### src/design/aabb_apo_pkg.sv
// ----------------------------------------------------------------------------
// AABB all-pairs overlap package
// Request and record formats, stored box layout and record codes.
// ----------------------------------------------------------------------------
`default_nettype none

package aabb_apo_pkg;

    localparam int HANDLE_W = 16;
    localparam int COORD_W  = 32;
    localparam int TOTAL_W  = 11;
    localparam int CAP_W    = 12;

    localparam logic [CAP_W-1:0]   CAP_RESET = 12'd4095;
    localparam logic [TOTAL_W-1:0] TOTAL_MAX = 11'd2047;

    localparam logic KIND_PAIR    = 1'b0;
    localparam logic KIND_SUMMARY = 1'b1;

    localparam logic STATUS_OK    = 1'b0;
    localparam logic STATUS_SHORT = 1'b1;

    typedef struct packed {
        logic [HANDLE_W-1:0]       object_handle;
        logic signed [COORD_W-1:0] min_x;
        logic signed [COORD_W-1:0] min_y;
        logic signed [COORD_W-1:0] min_z;
        logic signed [COORD_W-1:0] max_x;
        logic signed [COORD_W-1:0] max_y;
        logic signed [COORD_W-1:0] max_z;
        logic                      last_object;
    } t_in_req;

    typedef struct packed {
        logic                record_kind;
        logic [HANDLE_W-1:0] first_handle;
        logic [HANDLE_W-1:0] second_handle;
        logic [TOTAL_W-1:0]  pair_total;
        logic                result_status;
        logic                last_result;
    } t_out_rec;

    // one stored box
    typedef struct packed {
        logic [HANDLE_W-1:0]       handle;
        logic signed [COORD_W-1:0] min_x;
        logic signed [COORD_W-1:0] min_y;
        logic signed [COORD_W-1:0] min_z;
        logic signed [COORD_W-1:0] max_x;
        logic signed [COORD_W-1:0] max_y;
        logic signed [COORD_W-1:0] max_z;
    } t_box_ent;

    // compare unit result
    typedef struct packed {
        logic                valid;
        logic                hit;
        logic [HANDLE_W-1:0] handle;
    } t_cmp_res;

endpackage

`default_nettype wire

### src/design/aabb_apo_cmp.sv
// ----------------------------------------------------------------------------
// AABB overlap compare unit
// Registered three-axis overlap test of the new box against one stored box.
// ----------------------------------------------------------------------------
`default_nettype none

module aabb_apo_cmp (
    input  wire                      i_clk,
    input  wire                      i_rst_n,
    input  wire                      i_en,
    input  wire                      i_valid,
    input  aabb_apo_pkg::t_box_ent   i_new,
    input  aabb_apo_pkg::t_box_ent   i_ref,
    output aabb_apo_pkg::t_cmp_res   o_res
);
    import aabb_apo_pkg::*;

    logic                hit_x;
    logic                hit_y;
    logic                hit_z;
    logic                r_valid;
    logic                r_hit;
    logic [HANDLE_W-1:0] r_handle;

    // touching counts as overlap
    always_comb begin
        hit_x = !((i_ref.max_x < i_new.min_x) || (i_new.max_x < i_ref.min_x));
        hit_y = !((i_ref.max_y < i_new.min_y) || (i_new.max_y < i_ref.min_y));
        hit_z = !((i_ref.max_z < i_new.min_z) || (i_new.max_z < i_ref.min_z));
    end

    always_ff @(posedge i_clk) begin
        if (!i_rst_n) begin
            r_valid <= 1'b0;
        end else if (i_en) begin
            r_valid <= i_valid;
        end
    end

    always_ff @(posedge i_clk) begin
        if (i_en) begin
            r_hit    <= hit_x && hit_y && hit_z;
            r_handle <= i_ref.handle;
        end
    end

    assign o_res = {r_valid, r_hit, r_handle};

endmodule

`default_nettype wire

### config.mk
export PLATFORM = sky130hd
export DESIGN_NAME = aabb_apo_cmp
export DESIGN_NICKNAME = d
export VERILOG_FILES = /design/src/design/aabb_apo_pkg.sv /design/src/design/aabb_apo_cmp.sv
export SDC_FILE = /design/constraint.sdc
export NUM_CORES = 1
export LEC_CHECK = 0
export ABC_AREA = 1
export BUFFER_PORTS_ARGS = -buffer_cell sky130_fd_sc_hd__buf_2
export CORE_AREA = 2 2 172 174
export CTS_BUF_LIST = sky130_fd_sc_hd__clkbuf_8 sky130_fd_sc_hd__clkbuf_16
export CTS_CLUSTER_SIZE = 28
export DETAILED_ROUTE_END_ITERATION = 8
export DIE_AREA = 0 0 174 176
export GPL_TIMING_DRIVEN = 0
export PLACE_DENSITY = 0.44
export SETUP_SLACK_MARGIN = 0.02
export SYNTH_ARGS = -nofsm -noshare
export SYNTH_HDL_FRONTEND = slang
export SYNTH_SLANG_ARGS = --single-unit
### constraint.sdc
create_clock -name i_clk -period 3.8 [get_ports i_clk]
set_input_delay 0.19 -clock i_clk [delete_from_list [all_inputs] [get_ports i_clk]]
set_output_delay 0.19 -clock i_clk [all_outputs]
set_load 0.01 [all_outputs]
==> results of run 1 <==
[final timing paths]
path | depth (start not counted) | startpoint | slack [ps] | endpoint
worst max-delay path | 15 | i_new[159] | 1900 | r_hit$_DFFE_PP_
worst min register to register | 2 | r_valid$_SDFFE_PN0P_ | 560 | r_valid$_SDFFE_PN0P_
worst min-delay path | 1 | i_ref[207] | 110 | r_handle[15]$_DFFE_PP_
worst max register to register | 2 | r_valid$_SDFFE_PN0P_ | 3140 | r_valid$_SDFFE_PN0P_
[synthesized netlist by cell type]
master      n
a21o_1      3
a21oi_1    90
and3_1      2
buf_4       2
dfxtp_1     1
edfxtp_1   17
ha_1      186
inv_1     226
nand2_1   173
nand3_1    17
nand3b_1    5
nand4_1    11
nor2_1     44
nor3_1     10
nor3b_2     4
o211ai_1    5
o21a_1      2
o21ai_0    23
[state kept, by name, summed over array words and instances (netlist names)]
register and count:
r_valid 1, r_hit 1, r_handle 16
[through the flow]
stage	worst slack, ps	utilization [%]
6_report	1900	28.5
5_1_grt	1430	28.5
4_1_cts	1640	28.5
3_5_place_dp	1390	28.3
3_3_place_gp	1400	28.3
2_1_floorplan	2240	-
[worst max-delay path, cell delays in order]
cell and delay [ps]:
buf_2 100, inv_1 50, ha_1 330, nand2_1 120
inv_1 70, nand3_1 110, nor3_1 350, nand2_1 80
nor2_1 90, nand2_1 70, nand2_1 60, nand2_1 40
nand2_1 50, nand3_1 100, nor2_1 150
[cell usage in the layout (no fill, tap or decap), types with 10 or more instances in the layout]
| master | n |
|---|---|
| a21oi_1 | 90 |
| nor3_1 | 10 |
| buf_2 | 421 |
| nand4_1 | 11 |
| ha_1 | 186 |
| edfxtp_1 | 17 |
| nor2_1 | 44 |
| nand2_1 | 173 |
| inv_1 | 226 |
| nand3_1 | 17 |
| o21ai_0 | 23 |
[logic make-up (layout without fill, tap and decap cells)]
family | count (synthesis) | after routing | share of synthesized area [%]
AO/OA/AOI/OAI | 123 | 123 | 11.7
flip-flops | 18 | 18 | 9.68
AND/OR/NAND/NOR | 266 | 266 | 20.4
buffers and inverters | 228 | 653 | 15.8
adder cells (fa/ha/maj) | 186 | 186 | 42.5
[power groups by stage]
stage	Clock, mW	Combinational (mW)	Sequential, mW
after detailed placement	0	0.727	0.241
after floorplan	0	0.374	0.250
after CTS	0.217	0.733	0.238
after global placement	0	0.720	0.241
final	0.210	0.713	0.237
after global routing	0.223	0.844	0.239
[metal layers]
metal  vias up  global-route usage (%)  wire (um)  part of all wire [%]
met5         -                       0          0                     0
met4         0                    1.02         85                  0.42
met3         6                    2.58       1560                   7.6
met2       266                    25.6      10600                    52
met1      2596                    14.4       8210                    40
li1       3488                       -          -                     -
[area by class of cell]
cell class | instances | area, um2
Buffer | 2 | 15.0
Clock inverter | 1 | 3.75
Multi-Input combinational cell | 575 | 4090
Timing Repair Buffer | 421 | 2110
Tap cell | 384 | 480
Clock buffer | 3 | 75.1
Inverter | 226 | 848
Fill cell | 3293 | 20400
Sequential cell | 18 | 531
==> impl_metrics.json, run 1 <==
{
  "fin_crit_ps": 1900,
  "dp.cells": 1626,
  "clk_pin_slew_ps": 50,
  "cts.sinks": 18,
  "peakVddDrop_mv": 0.124,
  "end_kind": "flip-flop",
  "cellLeakagePower_nw": 5.30,
  "synthToLayoutAreaGrowth_pct": 48.7,
  "fp.dieW_um": 174,
  "drc": 0,
  "grt_max_degree": 20,
  "yosysUniqueCellTypes": 18,
  "crit_fanout": 4,
  "power_frac_clock_pct": 18.1,
  "finalCritPeriodShare_pct": 49.9,
  "clk_path_buf_depth": 2,
  "timing.hold.ws_ps": 113,
  "criticalPathCategory": "in -> reg",
  "cts_tree": "built",
  "syn_nets": 1427,
  "cts_resized": 0,
  "rsz0062_at_grt": "no",
  "htree_num_levels": 1,
  "cts_root_buf": "clkbuf_16",
  "cts_hold_buf": 0,
  "final_cells": 1630,
  "slew_violations": 0,
  "cp-start-kind": "input pin",
  "viasPerCell": 3.90,
  "numCtsBuffers": 3,
  "fin_tns_setup_ps": 0,
  "power_density_mw_per_mm2": 142,
  "worst_pin_slew_ps": 427,
  "gr-usage-all-layers_pct": 12.8,
  "start_util_pct": 19.2,
  "dr.pass1.iters": 4,
  "synth_top_area_share_pct": 42.5,
  "synth_top_area_cell": "ha_1",
  "port_buffers": 421,
  "ant_nets": 0,
  "antenna_cells": 0,
  "core_area_mm2": 0.0285,
  "place_area_mm2": 0.00807,
  "vias": 6356,
  "p_comb_share_pct": 61.4,
  "slew_headroom_pct": 71.5,
  "setup_viol": 0,
  "finalInstanceArea_mm2": 0.00815,
  "drt_iter0_markers": 150,
  "clock-skew-final_ps": 0,
  "std_cell_rows": 62,
  "p_sw_mw": 0.429,
  "hold_viol": 0,
  "fmax_mhz": 528,
  "die_h_um": 176,
  "dp_hpwl_mm": 19.6,
  "synth.avg_cell_area_um2": 6.68,
  "ios": 438,
  "wirelength_mm": 20.5,
  "yosysWarnings": 0,
  "sw_frac_of_total_pct": 37.0,
  "finalNetCount": 1853,
  "maxCapViolCount": 0,
  "min_path_type": "in -> reg",
  "cts_setup_buffers": 0,
  "netlist_instances": 821,
  "routabilityCongestion": 0.804,
  "ys_seq_area_share_pct": 9.68,
  "grt_pass1_vias": 6427,
  "p_int_mw": 0.731,
  "syn_area_mm2": 0.00548,
  "synthTopCellsByArea": "ha_1, inv_1, nand2_1",
  "design.die.area_mm2": 0.0306,
  "grt_antenna_before_repair": 0,
  "crit_required_ps": 3890,
  "drive_gt1_share_pct": 34.5,
  "insertion_delay_ps": 240,
  "status": "complete, no violations",
  "p_total_mw": 1.16,
  "grt-ovfl-total": 0,
  "pwr-share-seq_pct": 20.5,
  "wl_per_cell_um": 12.6,
  "grt_first_pass_wirelength_mm": 31.4,
  "crit_arrival_ps": 1980,
  "ys_ff_latch": 18
}
(Power assumes the default switching activity.)
==> run 2, diff against run 1 <==
ABC_AREA = 0   (was 1)
CORE_AREA = 2 2 169 171   (was 2 2 172 174)
DIE_AREA = 0 0 171 173   (was 0 0 174 176)
clock period = 1.85 ns   (was 3.8 ns; I/O delays follow)
==> run 2 against run 1 <==
Net effect:
- the run now ends with setup timing left
- clock-buffer cell count increased by 1
- register-to-register slack got worse by 1900 ps
- non-clock buffer count stayed put
- synthesized cell count shrank 16%
- area after synthesis shrank 3.4%
- highest routed layer is now met5
- die area shrank 3.4%
- worst hold slack lost 98 ps
==> impl_metrics.json, run 2 <==
{
  "cts_root_buf": "clkbuf_16",
  "top_register": "r_handle",
  "synth-edff-count": 17,
  "finalCritPeriodShare_pct": 110,
  "insertion_delay_ps": 250,
  "ys_async_sr_fraction_pct": 0,
  "dp.cells": 1485,
  "largest_register_ffs": 16,
  "crit_fanout": 1,
  "syn_nets": 1292,
  "power_density_mw_per_mm2": 301,
  "routabilityCongestion": 0.824,
  "slew_headroom_pct": 59.6,
  "dr.pass1.iters": 4,
  "final_common_cell": "buf_2",
  "worstHoldEndpoint": "r_handle[4]$_DFFE_PP_",
  "netlist_instances": 686,
  "fin_ws_ps": -178,
  "rsz0062_at_grt": "yes",
  "die_h_um": 173,
  "ios": 438,
  "timing.hold.ws_ps": 14.6,
  "slew_violations": 0,
  "start_util_pct": 19.2,
  "synthToLayoutAreaGrowth_pct": 55.3,
  "ys_ff_latch": 18,
  "min_from": "i_ref[196]",
  "dp_hpwl_mm": 19.5,
  "ant_nets": 0,
  "status": "finished with violations",
  "criticalPathCategory": "in -> reg",
  "rr_worst_depth": 2,
  "grt_max_degree": 19,
  "wl_per_cell_um": 13.7,
  "grt-ovfl-total": 0,
  "reg2reg_to": "r_valid$_SDFFE_PN0P_",
  "gr-usage-all-layers_pct": 12.9,
  "syn_area_mm2": 0.00530,
  "cellLeakagePower_nw": 5.00,
  "grt_pass1_vias": 6306,
  "fmax_mhz": 493,
  "hold-path-cell-count": 1,
  "design.die.area_mm2": 0.0296,
  "yosysUniqueCellTypes": 45,
  "synthTopCellsByArea": "ha_1, inv_1, edfxtp_1",
  "yosysMostFrequentCell": "inv_1",
  "port_buffers": 421,
  "cts_setup_buffers": 0,
  "viasPerCell": 4.10,
  "cts_tree": "built",
  "min_path_type": "in -> reg",
  "cp-start-kind": "input pin",
  "synth_top_area_cell": "ha_1",
  "synth_commonest_cells": "inv_1, ha_1, a21oi_1, nand2_1, o21ai_0",
  "grt_antenna_before_repair": 4,
  "hold_viol": 0,
  "synth_top_area_share_pct": 44.0,
  "drt_iter0_markers": 165,
  "end_kind": "flip-flop",
  "crit_required_ps": 1830,
  "fin_crit_ps": 2030,
  "drive_gt1_share_pct": 41.3,
  "crit_arrival_ps": 2010,
  "std_cell_rows": 61,
  "worst_pin_slew_ps": 590,
  "fp.dieW_um": 171,
  "grt_first_pass_wirelength_mm": 30.7,
  "synth.avg_cell_area_um2": 7.72,
  "clk_path_buf_depth": 2,
  "violations": "setup timing",
  "nFillCells": 3095,
  "core_area_mm2": 0.0276,
  "r2r_slack_ps": 1250,
  "reg_top3": "r_handle (16), r_hit (1), r_valid (1)",
  "drc": 0,
  "ys.flop_type": "edfxtp_1",
  "numCtsBuffers": 3,
  "vias": 6111,
  "yosysWarnings": 0,
  "maxCapViolCount": 0,
  "cts.sinks": 18,
  "mostFrequentLayoutCells": "buf_2, inv_1, ha_1",
  "clk_pin_slew_ps": 50,
  "setup_viol": 1,
  "clock-skew-final_ps": 0,
  "wirelength_mm": 20.4,
  "ys_seq_area_share_pct": 10.0,
  "finalNetCount": 1718,
  "cts_hold_buf": 0,
  "final_cells": 1491,
  "peakVddDrop_mv": 0.240,
  "htree_num_levels": 1,
  "r2r_start": "r_valid$_SDFFE_PN0P_"
}
run 2: kinds of logic (layout without fill, tap and decap cells):
| family | after synthesis | after routing | share of synthesized area, % |
|---|---|---|---|
| buffers and inverters | 194 | 619 | 13.9 |
| adder cells (fa/ha/maj) | 186 | 186 | 44.0 |
| AO/OA/AOI/OAI | 149 | 149 | 18.1 |
| AND/OR/NAND/NOR | 136 | 136 | 13.4 |
| flip-flops | 18 | 18 | 10.0 |
| multiplexers | 3 | 3 | 0.567 |
| other | 0 | 2 | 0 |
run 2: how the worst max path moves through the flow:
stage | from | to | slack (ps) | cells after the start
after floorplan | i_ref[170] | r_hit$_DFFE_PP_ | 4 | 9
after global placement | i_new[157] | r_hit$_DFFE_PP_ | -720 | 10
after detailed placement | i_new[156] | r_hit$_DFFE_PP_ | -750 | 10
after CTS | i_new[79] | r_hit$_DFFE_PP_ | -240 | 9
after global routing | i_new[79] | r_hit$_DFFE_PP_ | -280 | 9
final | i_new[97] | r_hit$_DFFE_PP_ | -180 | 9
run 2: per-layer routing:
layer  vias to the layer above  GRT usage (%)  part of all wire (%)
met5                         -              0                  0.12
met4                         4           1.84                  0.84
met3                        16           3.04                   9.0
met2                       265           25.4                    51
met1                      2584           14.1                    39
li1                       3242              -                     -
run 2: repair_timing:
| item | CTS | global route |
|---|---|---|
| hold endpoints to repair | 0 | 0 |
| pin swaps | 11 | 1 |
| endpoints found under the setup margin | 1 | 1 |
| resized for setup | 26 | 3 |
run 2: area by class of cell:
type / count / area (um2) / share of cell area, %
diodes: 2 / 5.00 / 0.0609
plain buffers: 2 / 15.0 / 0.183
clock buffers: 4 / 88.8 / 1.08
inverters: 192 / 746 / 9.07
multi-input cells: 474 / 4220 / 51.3
flip-flops and latches: 18 / 531 / 6.45
well taps: 378 / 473 / 5.75
repair buffers: 421 / 2150 / 26.1
run 2: report_power, final:
group | total (mW) | switching (mW) | internal, mW | leakage, nW
clock network | 0.479 | 0.150 | 0.329 | 0.0442
registers | 0.488 | 0.00690 | 0.481 | 0.174
logic | 1.51 | 0.727 | 0.780 | 4.78
run 2: metrics by stage:
stage	utilization (%)	cell area (um2)	setup WS [ps]	setup TNS (ps)	power, mW
2_1_floorplan	-	5380	3.97	0	1.26
3_3_place_gp	28.8	7960	-719	-719	1.96
3_5_place_dp	28.8	7960	-748	-748	1.97
4_1_cts	29.7	8210	-238	-238	2.52
5_1_grt	29.8	8220	-281	-281	2.76
6_report	29.8	8220	-178	-178	2.47
run 2: critical path, cell delays in order:
cell and delay (ps):
buf_2 80, inv_1 40, ha_1 280, a211o_1 280, a2111oi_2 470, o311ai_1 150, a31oi_2 220, mux2i_2 310
nor4_4 90
